`src/rtl/ggvc_pkg.sv`:
```
// Shared widths, constants and helper functions of the go-to-goal controller.
package ggvc_pkg;

    localparam int XW   = 36;   // CORDIC x/y width
    localparam int ZW   = 34;   // CORDIC angle width, 2^31 = pi
    localparam int MAW  = 37;   // serial multiplier multiplicand width
    localparam int MBW  = 18;   // serial multiplier multiplier width
    localparam int MPW  = MAW + MBW;

    localparam logic [MBW-1:0] INV_GAIN = MBW'(39797);
    localparam logic signed [XW-1:0] COS_X0 = XW'(64'sd652034048);
    localparam logic signed [ZW-1:0] HALF_TURN = ZW'(64'sd2147483648);
    localparam logic signed [ZW-1:0] QUARTER_TURN = ZW'(64'sd1073741824);

    typedef struct packed {
        logic start;
        logic rotate;
    } cordic_ctl_t;

    function automatic logic [ZW-1:0] atan_lookup(input logic [4:0] idx);
        logic [ZW-1:0] v;
        unique case (idx)
            5'd0:  v = ZW'(32'h20000000);
            5'd1:  v = ZW'(32'h12E4051E);
            5'd2:  v = ZW'(32'h09FB385B);
            5'd3:  v = ZW'(32'h051111D4);
            5'd4:  v = ZW'(32'h028B0D43);
            5'd5:  v = ZW'(32'h0145D7E1);
            5'd6:  v = ZW'(32'h00A2F61E);
            5'd7:  v = ZW'(32'h00517C55);
            5'd8:  v = ZW'(32'h0028BE53);
            5'd9:  v = ZW'(32'h00145F2F);
            5'd10: v = ZW'(32'h000A2F98);
            5'd11: v = ZW'(32'h000517CC);
            5'd12: v = ZW'(32'h00028BE6);
            5'd13: v = ZW'(32'h000145F3);
            5'd14: v = ZW'(32'h0000A2F9);
            5'd15: v = ZW'(32'h0000517C);
            5'd16: v = ZW'(32'h000028BE);
            5'd17: v = ZW'(32'h0000145F);
            5'd18: v = ZW'(32'h00000A2F);
            5'd19: v = ZW'(32'h00000517);
            5'd20: v = ZW'(32'h0000028B);
            5'd21: v = ZW'(32'h00000145);
            5'd22: v = ZW'(32'h000000A2);
            5'd23: v = ZW'(32'h00000051);
            default: v = '0;
        endcase
        return v;
    endfunction

    // symmetric saturation to +-lim
    function automatic logic [15:0] clamp_cmd(input logic signed [46:0] v,
                                              input logic [14:0] lim);
        logic signed [46:0] l;
        logic [15:0] r;
        l = $signed({32'b0, lim});
        if (v > l)
            r = {1'b0, lim};
        else if (v < -l)
            r = 16'(-l);
        else
            r = v[15:0];
        return r;
    endfunction

endpackage

```
`src/rtl/ggvc_mul_serial.sv`:
```
// Bit-serial signed multiplier: one multiplier bit per cycle, shift and add.
module ggvc_mul_serial
(
    input  logic                             clk,
    input  logic                             rst_n,
    input  logic                             start,
    input  logic signed [ggvc_pkg::MAW-1:0]  a,
    input  logic [ggvc_pkg::MBW-1:0]         b,
    output logic                             busy,
    output logic                             done,
    output logic signed [ggvc_pkg::MPW-1:0]  prod
);
    import ggvc_pkg::*;

    localparam int CW = $clog2(MBW);

    logic signed [MPW-1:0] a_reg, a_next;
    logic [MBW-1:0]        b_reg, b_next;
    logic signed [MPW-1:0] acc_reg, acc_next;
    logic [CW-1:0]         cnt_reg, cnt_next;
    logic                  run_reg, run_next;
    logic                  done_reg, done_next;

    always_comb
    begin
        a_next    = a_reg;
        b_next    = b_reg;
        acc_next  = acc_reg;
        cnt_next  = cnt_reg;
        run_next  = run_reg;
        done_next = 1'b0;
        if (start)
        begin
            a_next   = MPW'(a);
            b_next   = b;
            acc_next = '0;
            cnt_next = '0;
            run_next = 1'b1;
        end
        else if (run_reg)
        begin
            // top multiplier bit carries negative weight
            if (b_reg[0])
            begin
                if (cnt_reg == CW'(MBW-1))
                    acc_next = acc_reg - a_reg;
                else
                    acc_next = acc_reg + a_reg;
            end
            a_next   = a_reg <<< 1;
            b_next   = b_reg >> 1;
            cnt_next = cnt_reg + 1'b1;
            if (cnt_reg == CW'(MBW-1))
            begin
                run_next  = 1'b0;
                done_next = 1'b1;
            end
        end
    end

    always_ff @(posedge clk or negedge rst_n)
    begin
        if (!rst_n)
        begin
            run_reg  <= 1'b0;
            done_reg <= 1'b0;
            cnt_reg  <= '0;
        end
        else
        begin
            run_reg  <= run_next;
            done_reg <= done_next;
            cnt_reg  <= cnt_next;
        end
    end

    always_ff @(posedge clk)
    begin
        a_reg   <= a_next;
        b_reg   <= b_next;
        acc_reg <= acc_next;
    end

    assign busy = run_reg;
    assign done = done_reg;
    assign prod = acc_reg;

endmodule

```
`src/rtl/ggvc_cordic.sv`:
```
// Iterative CORDIC, one micro-rotation per cycle, vectoring or rotation mode.
module ggvc_cordic
#(
    parameter int CORDIC_STEPS = 16
)
(
    input  logic                            clk,
    input  logic                            rst_n,
    input  ggvc_pkg::cordic_ctl_t           ctl,
    input  logic signed [ggvc_pkg::XW-1:0]  x0,
    input  logic signed [ggvc_pkg::XW-1:0]  y0,
    input  logic signed [ggvc_pkg::ZW-1:0]  z0,
    output logic                            busy,
    output logic                            done,
    output logic signed [ggvc_pkg::XW-1:0]  x,
    output logic signed [ggvc_pkg::ZW-1:0]  z
);
    import ggvc_pkg::*;

    localparam int IW = $clog2(CORDIC_STEPS);

    logic signed [XW-1:0] x_reg, x_next, y_reg, y_next;
    logic signed [ZW-1:0] z_reg, z_next;
    logic [IW-1:0]        cnt_reg, cnt_next;
    logic                 run_reg, run_next, rot_reg, rot_next;
    logic                 done_reg, done_next;
    logic signed [XW-1:0] xs, ys;
    logic signed [ZW-1:0] at;
    logic                 up;

    assign xs = x_reg >>> cnt_reg;
    assign ys = y_reg >>> cnt_reg;
    assign at = $signed(atan_lookup(5'(cnt_reg)));
    // vectoring drives y to zero, rotation drives z to zero
    assign up = rot_reg ? z_reg[ZW-1] : !y_reg[XW-1];

    always_comb
    begin
        x_next    = x_reg;
        y_next    = y_reg;
        z_next    = z_reg;
        cnt_next  = cnt_reg;
        run_next  = run_reg;
        rot_next  = rot_reg;
        done_next = 1'b0;
        if (ctl.start)
        begin
            x_next   = x0;
            y_next   = y0;
            z_next   = z0;
            cnt_next = '0;
            run_next = 1'b1;
            rot_next = ctl.rotate;
        end
        else if (run_reg)
        begin
            if (up)
            begin
                x_next = x_reg + ys;
                y_next = y_reg - xs;
                z_next = z_reg + at;
            end
            else
            begin
                x_next = x_reg - ys;
                y_next = y_reg + xs;
                z_next = z_reg - at;
            end
            cnt_next = cnt_reg + 1'b1;
            if (cnt_reg == IW'(CORDIC_STEPS-1))
            begin
                run_next  = 1'b0;
                done_next = 1'b1;
            end
        end
    end

    always_ff @(posedge clk or negedge rst_n)
    begin
        if (!rst_n)
        begin
            run_reg  <= 1'b0;
            done_reg <= 1'b0;
            cnt_reg  <= '0;
            rot_reg  <= 1'b0;
        end
        else
        begin
            run_reg  <= run_next;
            done_reg <= done_next;
            cnt_reg  <= cnt_next;
            rot_reg  <= rot_next;
        end
    end

    always_ff @(posedge clk)
    begin
        x_reg <= x_next;
        y_reg <= y_next;
        z_reg <= z_next;
    end

    assign busy = run_reg;
    assign done = done_reg;
    assign x    = x_reg;
    assign z    = z_reg;

endmodule

```
`src/rtl/go_to_goal_velocity_controller.sv`:
```
// Top level of the go-to-goal controller: sequencer, registers, CORDIC and multiplier.
//
//  channel   | handshake           | payload
//  ----------+---------------------+------------------------------------------------
//  input     | in_valid/in_ready   | func, robot_x, robot_y, robot_yaw, target_x/_y
//  output    | out_valid/out_ready | linear_cmd, angular_cmd, stopped
//  config    | APB psel/penable    | paddr, pwdata, prdata
//
// A pose transaction stores the robot pose when it is accepted. A follow transaction
// runs two CORDIC passes at one micro-rotation a cycle, vectoring for distance and
// bearing, then rotation for the heading-error cosine, and four products in the
// bit-serial multiplier: distance scaling, linear gain, cosine and angular gain.
// A follow outside the distance band ends after the check with a stopped result.
// Reset clears the pose, the registers to their defaults and the sequencer.
// A new transaction is taken while the last result waits in the output register.
module go_to_goal_velocity_controller
#(
    parameter int CORDIC_STEPS = 16
)
(
    input  logic               clk,
    input  logic               rst_n,
    input  logic               psel,
    input  logic               penable,
    input  logic               pwrite,
    input  logic [4:0]         paddr,
    input  logic [31:0]        pwdata,
    output logic [31:0]        prdata,
    output logic               pready,
    input  logic               in_valid,
    output logic               in_ready,
    input  logic               func,
    input  logic signed [23:0] robot_x,
    input  logic signed [23:0] robot_y,
    input  logic signed [15:0] robot_yaw,
    input  logic signed [23:0] target_x,
    input  logic signed [23:0] target_y,
    output logic               out_valid,
    input  logic               out_ready,
    output logic signed [15:0] linear_cmd,
    output logic signed [15:0] angular_cmd,
    output logic               stopped
);
    import ggvc_pkg::*;

    localparam logic [2:0] REG_KP_LIN  = 3'd0;
    localparam logic [2:0] REG_KP_ANG  = 3'd1;
    localparam logic [2:0] REG_MAX_LIN = 3'd2;
    localparam logic [2:0] REG_MAX_ANG = 3'd3;
    localparam logic [2:0] REG_MIN_D   = 3'd4;
    localparam logic [2:0] REG_MAX_D   = 3'd5;

    localparam logic [3:0] S_IDLE = 4'd0;
    localparam logic [3:0] S_VEC  = 4'd1;
    localparam logic [3:0] S_DMUL = 4'd2;
    localparam logic [3:0] S_CHK  = 4'd3;
    localparam logic [3:0] S_COS  = 4'd4;
    localparam logic [3:0] S_PMUL = 4'd5;
    localparam logic [3:0] S_LMUL = 4'd6;
    localparam logic [3:0] S_AMUL = 4'd7;
    localparam logic [3:0] S_OUT  = 4'd8;

    logic [15:0] kp_lin_reg, kp_ang_reg;
    logic [14:0] max_lin_reg, max_ang_reg;
    logic [22:0] min_d_reg, max_d_reg;

    logic signed [23:0] pose_x_reg, pose_y_reg;
    logic [15:0]        pose_h_reg;
    logic               pose_valid_reg;

    logic [3:0]         state_reg, state_next;
    logic [30:0]        dist_reg, dist_next;
    logic [15:0]        err_reg, err_next;
    logic signed [17:0] cos_reg, cos_next;
    logic [15:0]        lin_reg, lin_next, ang_reg, ang_next;
    logic               stop_reg, stop_next;

    logic               out_valid_reg, out_valid_next;
    logic [15:0]        lin_out_reg, ang_out_reg;
    logic               stop_out_reg;

    cordic_ctl_t          cctl;
    logic signed [XW-1:0] cx0, cy0, cx, ca;
    logic signed [ZW-1:0] cz0, cz, ang_z;
    logic                 c_busy, c_done;

    logic                  m_start, m_busy, m_done;
    logic signed [MAW-1:0] m_a;
    logic [MBW-1:0]        m_b;
    logic signed [MPW-1:0] m_p, m_rnd8, m_rnd16, m_rnd23;

    logic               in_acc, cfg_wr;
    logic signed [24:0] dx, dy;
    logic [15:0]        bearing;
    logic signed [XW-1:0] xcl;

    assign pready   = 1'b1;
    assign in_ready = (state_reg == S_IDLE);
    assign in_acc   = in_valid && in_ready;
    assign cfg_wr   = psel && penable && pwrite;

    always_comb
    begin
        unique case (paddr[4:2])
            REG_KP_LIN:  prdata = {16'b0, kp_lin_reg};
            REG_KP_ANG:  prdata = {16'b0, kp_ang_reg};
            REG_MAX_LIN: prdata = {17'b0, max_lin_reg};
            REG_MAX_ANG: prdata = {17'b0, max_ang_reg};
            REG_MIN_D:   prdata = {9'b0, min_d_reg};
            REG_MAX_D:   prdata = {9'b0, max_d_reg};
            default:     prdata = '0;
        endcase
    end

    always_ff @(posedge clk or negedge rst_n)
    begin
        if (!rst_n)
        begin
            kp_lin_reg  <= 16'd256;
            kp_ang_reg  <= 16'd256;
            max_lin_reg <= 15'd4096;
            max_ang_reg <= 15'd4096;
            min_d_reg   <= 23'd41;
            max_d_reg   <= 23'd409600;
        end
        else if (cfg_wr)
        begin
            unique case (paddr[4:2])
                REG_KP_LIN:  kp_lin_reg  <= pwdata[15:0];
                REG_KP_ANG:  kp_ang_reg  <= pwdata[15:0];
                REG_MAX_LIN: max_lin_reg <= pwdata[14:0];
                REG_MAX_ANG: max_ang_reg <= pwdata[14:0];
                REG_MIN_D:   min_d_reg   <= pwdata[22:0];
                REG_MAX_D:   max_d_reg   <= pwdata[22:0];
                default:     ;
            endcase
        end
    end

    // offset scaled by 256, mirrored into the right half plane
    assign dx = 25'(target_x) - 25'(pose_x_reg);
    assign dy = 25'(target_y) - 25'(pose_y_reg);

    // heading error cosine starts from the mirrored vector beyond a quarter turn
    assign ang_z = $signed({{2{err_reg[15]}}, err_reg, 16'b0});
    assign ca    = COS_X0;

    assign bearing = 16'((cz[31:0] + 32'h8000) >> 16);
    assign xcl     = cx[XW-1] ? '0 : cx;

    assign m_rnd8  = m_p + MPW'(128);
    assign m_rnd16 = m_p + MPW'(32768);
    assign m_rnd23 = m_p + MPW'(8388608);

    always_comb
    begin
        state_next = state_reg;
        dist_next  = dist_reg;
        err_next   = err_reg;
        cos_next   = cos_reg;
        lin_next   = lin_reg;
        ang_next   = ang_reg;
        stop_next  = stop_reg;
        cctl       = '0;
        cx0        = '0;
        cy0        = '0;
        cz0        = '0;
        m_start    = 1'b0;
        m_a        = '0;
        m_b        = '0;
        out_valid_next = out_valid_reg && !out_ready;
        unique case (state_reg)
            S_IDLE:
            begin
                if (in_acc && func && pose_valid_reg)
                begin
                    cctl.start = 1'b1;
                    if (dx[24])
                    begin
                        cx0 = -($signed({{(XW-33){dx[24]}}, dx, 8'b0}));
                        cy0 = -($signed({{(XW-33){dy[24]}}, dy, 8'b0}));
                        cz0 = HALF_TURN;
                    end
                    else
                    begin
                        cx0 = $signed({{(XW-33){dx[24]}}, dx, 8'b0});
                        cy0 = $signed({{(XW-33){dy[24]}}, dy, 8'b0});
                    end
                    state_next = S_VEC;
                end
            end
            S_VEC:
            begin
                if (c_done)
                begin
                    err_next   = bearing - pose_h_reg;
                    m_start    = 1'b1;
                    m_a        = MAW'(xcl);
                    m_b        = INV_GAIN;
                    state_next = S_DMUL;
                end
            end
            S_DMUL:
            begin
                if (m_done)
                begin
                    dist_next  = m_rnd23[54:24];
                    state_next = S_CHK;
                end
            end
            S_CHK:
            begin
                if (dist_reg < {8'b0, min_d_reg} || dist_reg > {8'b0, max_d_reg})
                begin
                    lin_next   = '0;
                    ang_next   = '0;
                    stop_next  = 1'b1;
                    state_next = S_OUT;
                end
                else
                begin
                    stop_next   = 1'b0;
                    cctl.start  = 1'b1;
                    cctl.rotate = 1'b1;
                    if (ang_z > QUARTER_TURN)
                    begin
                        cx0 = -ca;
                        cz0 = ang_z - HALF_TURN;
                    end
                    else if (ang_z < -QUARTER_TURN)
                    begin
                        cx0 = -ca;
                        cz0 = ang_z + HALF_TURN;
                    end
                    else
                    begin
                        cx0 = ca;
                        cz0 = ang_z;
                    end
                    state_next = S_COS;
                end
            end
            S_COS:
            begin
                if (c_done)
                begin
                    cos_next   = 18'((cx + XW'(8192)) >>> 14);
                    m_start    = 1'b1;
                    m_a        = MAW'({6'b0, dist_reg});
                    m_b        = {2'b0, kp_lin_reg};
                    state_next = S_PMUL;
                end
            end
            S_PMUL:
            begin
                if (m_done)
                begin
                    m_start    = 1'b1;
                    m_a        = MAW'(m_rnd8[40:8]);
                    m_b        = cos_reg;
                    state_next = S_LMUL;
                end
            end
            S_LMUL:
            begin
                if (m_done)
                begin
                    lin_next   = clamp_cmd(47'($signed(m_rnd16[54:16])), max_lin_reg);
                    m_start    = 1'b1;
                    m_a        = MAW'($signed(err_reg));
                    m_b        = {2'b0, kp_ang_reg};
                    state_next = S_AMUL;
                end
            end
            S_AMUL:
            begin
                if (m_done)
                begin
                    ang_next   = clamp_cmd(m_rnd8[54:8], max_ang_reg);
                    state_next = S_OUT;
                end
            end
            S_OUT:
            begin
                // hold until the output register is free
                if (!out_valid_reg || out_ready)
                begin
                    out_valid_next = 1'b1;
                    state_next     = S_IDLE;
                end
            end
            default:
                state_next = S_IDLE;
        endcase
    end

    always_ff @(posedge clk or negedge rst_n)
    begin
        if (!rst_n)
        begin
            state_reg      <= S_IDLE;
            out_valid_reg  <= 1'b0;
            pose_valid_reg <= 1'b0;
            pose_x_reg     <= '0;
            pose_y_reg     <= '0;
            pose_h_reg     <= '0;
        end
        else
        begin
            state_reg     <= state_next;
            out_valid_reg <= out_valid_next;
            if (in_acc && !func)
            begin
                pose_x_reg     <= robot_x;
                pose_y_reg     <= robot_y;
                pose_h_reg     <= robot_yaw;
                pose_valid_reg <= 1'b1;
            end
        end
    end

    always_ff @(posedge clk)
    begin
        dist_reg <= dist_next;
        err_reg  <= err_next;
        cos_reg  <= cos_next;
        lin_reg  <= lin_next;
        ang_reg  <= ang_next;
        stop_reg <= stop_next;
        if (state_reg == S_OUT && (!out_valid_reg || out_ready))
        begin
            lin_out_reg  <= lin_reg;
            ang_out_reg  <= ang_reg;
            stop_out_reg <= stop_reg;
        end
    end

    assign out_valid   = out_valid_reg;
    assign linear_cmd  = lin_out_reg;
    assign angular_cmd = ang_out_reg;
    assign stopped     = stop_out_reg;

    ggvc_cordic #(.CORDIC_STEPS(CORDIC_STEPS)) u_cordic
    (
        .clk   (clk),
        .rst_n (rst_n),
        .ctl   (cctl),
        .x0    (cx0),
        .y0    (cy0),
        .z0    (cz0),
        .busy  (c_busy),
        .done  (c_done),
        .x     (cx),
        .z     (cz)
    );

    ggvc_mul_serial u_mul
    (
        .clk   (clk),
        .rst_n (rst_n),
        .start (m_start),
        .a     (m_a),
        .b     (m_b),
        .busy  (m_busy),
        .done  (m_done),
        .prod  (m_p)
    );

    a_units_exclusive: assert property (@(posedge clk) disable iff (!rst_n)
        !(c_busy && m_busy))
        else $error("cordic and multiplier busy together");

    a_no_pose_drop: assert property (@(posedge clk) disable iff (!rst_n)
        (in_acc && func && !pose_valid_reg) |=> (state_reg == S_IDLE))
        else $error("follow without pose started work");

    a_stop_zero: assert property (@(posedge clk) disable iff (!rst_n)
        (out_valid && stopped) |-> (linear_cmd == 16'd0 && angular_cmd == 16'd0))
        else $error("stopped result carries nonzero command");

    a_out_held: assert property (@(posedge clk) disable iff (!rst_n)
        (state_reg == S_OUT && out_valid_reg && !out_ready) |=> (state_reg == S_OUT))
        else $error("result left while output register busy");

endmodule
```
`config.mk`:
```
export PLATFORM = sky130hd
export DESIGN_NAME = go_to_goal_velocity_controller
export DESIGN_NICKNAME = d
export VERILOG_FILES = /design/src/rtl/ggvc_pkg.sv /design/src/rtl/ggvc_mul_serial.sv /design/src/rtl/ggvc_cordic.sv /design/src/rtl/go_to_goal_velocity_controller.sv
export SDC_FILE = /design/constraint.sdc
export NUM_CORES = 2
export LEC_CHECK = 0
export BUFFER_PORTS_ARGS = -buffer_cell sky130_fd_sc_hd__buf_2
export CORE_ASPECT_RATIO = 1.25
export CORE_MARGIN = 2
export CORE_UTILIZATION = 55
export CTS_CLUSTER_DIAMETER = 100
export DETAILED_ROUTE_END_ITERATION = 10
export PLACE_DENSITY = 0.79
export SLEW_MARGIN = 15
export SYNTH_ARGS = -nofsm -noshare
export SYNTH_HDL_FRONTEND = slang
export SYNTH_SLANG_ARGS = --single-unit
```
`constraint.sdc`:
```
create_clock -name clk -period 8.13 [get_ports clk]
set_clock_uncertainty 0.05 [all_clocks]
set_input_delay 0.4065 -clock clk [delete_from_list [all_inputs] [get_ports clk]]
set_output_delay 0.4065 -clock clk [all_outputs]
set_load 0.05 [all_outputs]
```
== Word level (Yosys, flattened, before mapping) ==
Memory sizes are Yosys's and may differ from the RTL's.
Index checks and enable logic that the tools add are counted.
Word-level totals
  register bits after elaboration: 557
  memory bits (read-only): 480
  word-level logic and storage cells: 215
  memories: 1
Memory list
  (name not given): words 16, bits a word 30, read ports 1, clocked after memory_dff 0, wr ports 0, line ggvc_pkg.sv:22  | unique case (idx)
Operators by class
  add/sub/neg operators: 24
  magnitude comparators: 8
  eq/ne operators: 24
  shift-type cells: 2
  muxes and demuxes: 87
  reductions and logical operators: 35
Operator list (number)
  two-way mux 36 bit: 14
  two-way mux 34 bit: 6
  two-way mux 55 bit: 3
  two-way mux 16 bit: 10
  one-hot mux 37 bit (4 select lines): 1
  one-hot mux 23 bit (6 select lines): 1
  negation 15 -> 47 bit: 2
  adder 36 bit: 2
  negation 33 -> 36 bit: 2
  one-hot mux 18 bit (4 select lines): 1
  one-hot mux 36 bit (2 select lines): 1
  >>> shifter 36 x 4 -> 36 bit: 2
  subtractor 36 bit: 2
  two-way mux 35 bit: 2
  one-hot mux 34 bit (2 select lines): 1
  two-way mux 32 bit: 2
  one-hot mux 16 bit (2 select lines): 2
  adder 55 x 17 -> 55 bit (second input constant): 1
  adder 55 x 25 -> 55 bit (second input constant): 1
  adder 55 bit: 1
  adder 55 x 9 -> 55 bit (second input constant): 1
  subtractor 55 bit: 1
  two-way mux 18 bit: 3
  subtractor 24 x 24 -> 25 bit: 2
  other kinds (46): 116

== Longest topological paths before layout ==
  depth after elaboration: 7
  depth in mapped cells: 31
  depth with buffers taken out: 23

== Cells and area by module ==
Synthesis repeated with hierarchy kept, for this count alone.
Second synthesis, totals
  cells, all modules: 6009
  area total of the unflattened synthesis: 52546.6 um^2
Modules (own cells, without submodules)
  go_to_goal_velocity_controller: instances 1, cells an instance 2975, area an instance 26332.8 um^2, sequential area each 8400.6 um^2
  ggvc_cordic: instances 1, cells an instance 1968, area an instance 16767.3 um^2, sequential area each 3358.2 um^2
  ggvc_mul_serial: instances 1, cells an instance 1066, area an instance 9446.6 um^2, sequential area each 3468.3 um^2

== Worst setup path after synthesis ==
No wires, ideal clock.
  path type: register to register
  start point: register u_cordic.cnt_reg[1]
  end point: register u_cordic.z_reg[33], in the netlist u_cordic.z[33], data pin
  arrival: 5.982 ns
  data required time: 7.821 ns
  path slack: 1.839 ns
  cell stages (with the launch flop): 30
  buffers on the path: 6
  clock period less this slack: 6.291 ns
  cell sequence: dfrtp_1 > buf_2 > inv_2 > buf_2 > clkbuf_1 > clkbuf_1 > ha_1 > clkbuf_1 > nand2b_1 > o21ai_1 > o21ai_1 > ha_1 > nand3_1 > or3_1 > nor3_1 > or2_2 > clkbuf_1 > xnor2_1 > ha_1 > a21o_1 > a21o_1 > a21oi_1 > o221ai_1 > o2111ai_1 > nand3_1 > a31o_2 > a21o_1 > nand2_1 > nor4b_1 > a211o_1
On the way
  word-level cells in the longest chain between the ends: 5
Ends and longest elaborated chain
  start: declaration: line ggvc_cordic.sv:24  | logic [IW-1:0] cnt_reg, cnt_next;
  start signal: assignment: line ggvc_cordic.sv:91  | cnt_reg <= cnt_next;
  memory (16 x 30 bit) (*)
  subtractor 34 bit or adder 34 bit (tied branches): line ggvc_cordic.sv:67, ggvc_cordic.sv:61
  two-way mux 34 bit (*): line ggvc_cordic.sv:57  | if (up)
  two-way mux 34 bit (*): line ggvc_cordic.sv:55  | else if (run_reg)
  two-way mux 34 bit (*): line ggvc_cordic.sv:46  | if (ctl.start)
  via u_cordic.z_next[33]: line ggvc_cordic.sv:23  | logic signed [ZW-1:0] z_reg, z_next;
  end signal: assignment: line ggvc_cordic.sv:100  | z_reg <= z_next;
  end: declaration: line ggvc_cordic.sv:23
The timed path passes the listed nets; every way through them passes the cells marked *. The select of a mux whose other input is x is not followed.
A chain may end at the register's enable or synchronous reset.

== Worst setup path after layout ==
  start point: register u_cordic.cnt_reg[0]
  end point: register u_cordic.y_reg[35], data pin
On the way
  word-level cells in the longest chain between the ends: 5
Ends and longest elaborated chain
  >>> shifter 36 x 4 -> 36 bit (*): line ggvc_cordic.sv:31  | assign xs = x_reg >>> cnt_reg;
  adder 36 bit or subtractor 36 bit (tied branches): line ggvc_cordic.sv:66, ggvc_cordic.sv:60
  two-way mux 36 bit (*): line ggvc_cordic.sv:57
  two-way mux 36 bit (*): line ggvc_cordic.sv:55
  two-way mux 36 bit (*): line ggvc_cordic.sv:46
  via u_cordic.y_next[35]: line ggvc_cordic.sv:22  | logic signed [XW-1:0] x_reg, x_next, y_reg, y_next;
  end signal: assignment: line ggvc_cordic.sv:99  | y_reg <= y_next;
  end: declaration: line ggvc_cordic.sv:22
Marked as above.

==> results.md <==
- Status: finished, final reports clean
- Root buffer cell: clkbuf_16
- Total gr overflow: 0
- CP max FO: just over 60
- Ratio of cells with drive above 1 in the final layout: 11.5%
- Critical path class: reg -> reg
- Fin Setup TNS: 0 ns
- Vias in the first global route: 44.4k
- CP Capture Type: flop
- Crit path time final: just over 7 ns
- IO Pins: roughly 230
- H-tree levels: 3
- Ys async rst share: between 30% and 40%
- FP Rows: 123
- Part of the cycle the worst path needs: about 87%
- First-pass GRT wire length: about 250 mm
- Initial antenna violation count: 8
- Final setup violation count: 0
- Post-CTS Setup Inserts: 0
- Fill count: roughly 7.6k
- Routed Antenna Nets: 0
- Area of the mapped netlist: about 0.05 mm^2
- Max Cap Violations: 0
- Required time worst endpoint: 8.44 ns
- CTS tree: done
- Detailed placer's ending HPWL: around 120 mm
- Reg clk slew, reported paths: about 0.060 ns
- WP data arrival: between 7 and 8 ns
- Num CTS Buffers: 66
- Number of synthesized flops with an enable pin: 310
- Finished Cell Area: 0.0548 mm^2
- Initial drt markers: ~4.5k
- Rel. slew slack: a little under a fifth
- Chip height: 341 um
- First-pass detailed-route iteration total: 8
- Final #Nets: around 6.3k
- Wire per inst: approximately 24 um
- Overall die width: ~270 um
- Flops & latches, synth: ~560
- Max Clock Freq: between 100 and 150 MHz
- Post-CTS resize count: 0
- Hold buffers post-CTS: between 70 and 80
- Syn. warnings: 0
- Core Footprint: between 0.09 and 0.1 mm^2
- Clock Latency Late Sink: about 0.66 ns
- DRC: 0
- Startpoint class of the critical path: flop
- Via Count: ~46k
- IO buf count: 203
- Initial core utilization: 55.6%
- Gpl congestion: 1.04
- Worst slew pin tran: between 1 and 1.5 ns
- Wirelength, routed: 165 mm
- P&R area growth vs syn: 9.47%
- Netlist cell types: 110
- Hold Path Stages: 3
- Avg Cell Area, Syn: approximately 8.9 um^2
- Die area: about 0.093 mm^2
- Worst hold margin: between 0.03 and 0.04 ns
- Mapped Cells: 5643
- Register area share after synthesis: a little under a third
- Vias per cell: roughly 6.5
- CTS sink count: around 560
- Worst-case clock buffer depth: 3
- Gr usage total: between 30% and 40%
- Final Hold Vio Count: 0
- Placement-stage cell area: approximately 0.052 mm^2
- Main flop type after synthesis: edfxtp_1
- FF-to-FF path depth: 22
- Largest net degree at the start of global routing: between 70 and 80
- Max Slew Vio Count: 0
- Unrepaired setup endpoints after global routing: no
- Worst min path class: in -> reg
worst max-delay path, stage by stage (launching register included):
cell	delay, ns
dfrtp_4	1.04
buf_4	0.42
buf_4	0.42
mux4_2	0.61
nand3_1	0.11
nand3_1	0.16
or3_4	0.38
nor3b_4	0.22
and2_4	0.22
a31oi_1	0.11
xnor2_1	0.17
ha_1	0.41
nand4_1	0.22
nor4_1	0.37
nand2_1	0.07
and3_1	0.19
o21a_1	0.15
o311ai_0	0.67
a2111oi_0	0.23
nor2_1	0.14
nor2_1	0.07
xnor2_1	0.17
o22ai_2	0.10
cell usage after synthesis (47+ instances only):
| library cell | n | area [um^2] |
|---|---|---|
| xor2_1 | 239 | 2090 |
| nand2_1 | 591 | 2220 |
| a21o_1 | 176 | 1320 |
| clkbuf_1 | 232 | 871 |
| a31oi_1 | 53 | 332 |
| nor2b_1 | 52 | 325 |
| edfxtp_1 | 310 | 9310 |
| dfxtp_1 | 55 | 1100 |
| mux2_2 | 134 | 1510 |
| mux4_2 | 64 | 1440 |
| and2_1 | 49 | 307 |
| and3_1 | 64 | 400 |
| inv_1 | 261 | 980 |
| a21oi_1 | 396 | 1980 |
| o21ai_0 | 304 | 1520 |
| nand4_1 | 97 | 607 |
| o21a_1 | 50 | 375 |
| nor2_1 | 376 | 1410 |
| ha_1 | 413 | 5170 |
| o22ai_1 | 47 | 294 |
| dfrtp_1 | 182 | 4550 |
| mux2i_1 | 78 | 781 |
| xnor2_1 | 320 | 2800 |
| nor3_1 | 118 | 591 |
| nor4_1 | 57 | 357 |
| nand3_1 | 135 | 676 |
cells in the final DEF, fill, tap and decap left out, drive strengths merged, types with 57 or more instances in the layout:
cell type / count
a21o: 177
a21oi: 396
and3: 64
buf: 262
clkbuf: 95
dfrtp: 182
dlygate4sd3: 75
edfxtp: 310
ha: 413
inv: 269
mux2: 137
mux2i: 81
mux4: 76
nand2: 593
nand3: 136
nand4: 97
nor2: 377
nor3: 120
nor4: 57
o21ai: 350
xnor2: 320
xor2: 239
stage by stage:
stage / setup WS (ns) / util, % / cells
detailed placement: 1.18 / 57.5 / 6785
global placement: 1.29 / 57.5 / 6785
CTS: 1.15 / 60.8 / 6982
floorplan: 1.84 / - / 5651
global route: 0.544 / 60.8 / 6982
finish: 1.09 / 60.8 / 6987
worst paths after layout:
kind,startpoint,slack [ns],endpoint
max,u_cordic.cnt_reg[0]$_DFFE_PN0P_,1.09,u_cordic.y_reg[35]$_DFFE_PP_
min,pwdata[3],0.03,min_d_reg[3]$_DFFE_PN1P_
max reg2reg,u_cordic.cnt_reg[0]$_DFFE_PN0P_,1.09,u_cordic.y_reg[35]$_DFFE_PP_
min reg2reg,lin_reg[14]$_SDFFCE_PN0P_,0.37,linear_cmd[14]$_DFFE_PP_
max in group asynchronous,rst_n,5.64,max_ang_reg[14]$_DFFE_PN0P_
min in group asynchronous,rst_n,0.31,pose_h_reg[1]$_DFFE_PN0P_
layer usage:
metal  global-route usage (%)  up-vias  part of all wire, %
li1                         -    20969                    -
met4                     25.4       12                  8.5
met2                     57.3     2377                   47
met1                     39.3    21701                   36
met3                     6.64      693                  8.4
met5                        0        -                0.048
kinds of logic after synthesis:
group,after synthesis,synth area share (%)
fa+ha+maj,420,10.6
other cells,2,0.0150
simple gates,1723,16.6
flops,557,30.4
compound gates,1505,19.5
buf+inv,583,4.80
xor+xnor,559,9.79
mux,294,8.27
area by class of cell:
| type | instances | area, um^2 | area share (%) |
|---|---|---|---|
| repair buffers | 338 | 2230 | 4.07 |
| clock inverters | 28 | 385 | 0.704 |
| multi-input cells | 4511 | 32500 | 59.4 |
| flip-flops and latches | 557 | 15200 | 27.8 |
| inverters | 267 | 1000 | 1.83 |
| well taps | 1187 | 1490 | 2.71 |
| diodes | 5 | 12.5 | 0.0229 |
| clock buffers | 94 | 1870 | 3.41 |
Power is left out: the tool's default activity adds up to more than one toggle a clock period on the data nets, which glitch-free logic cannot reach.
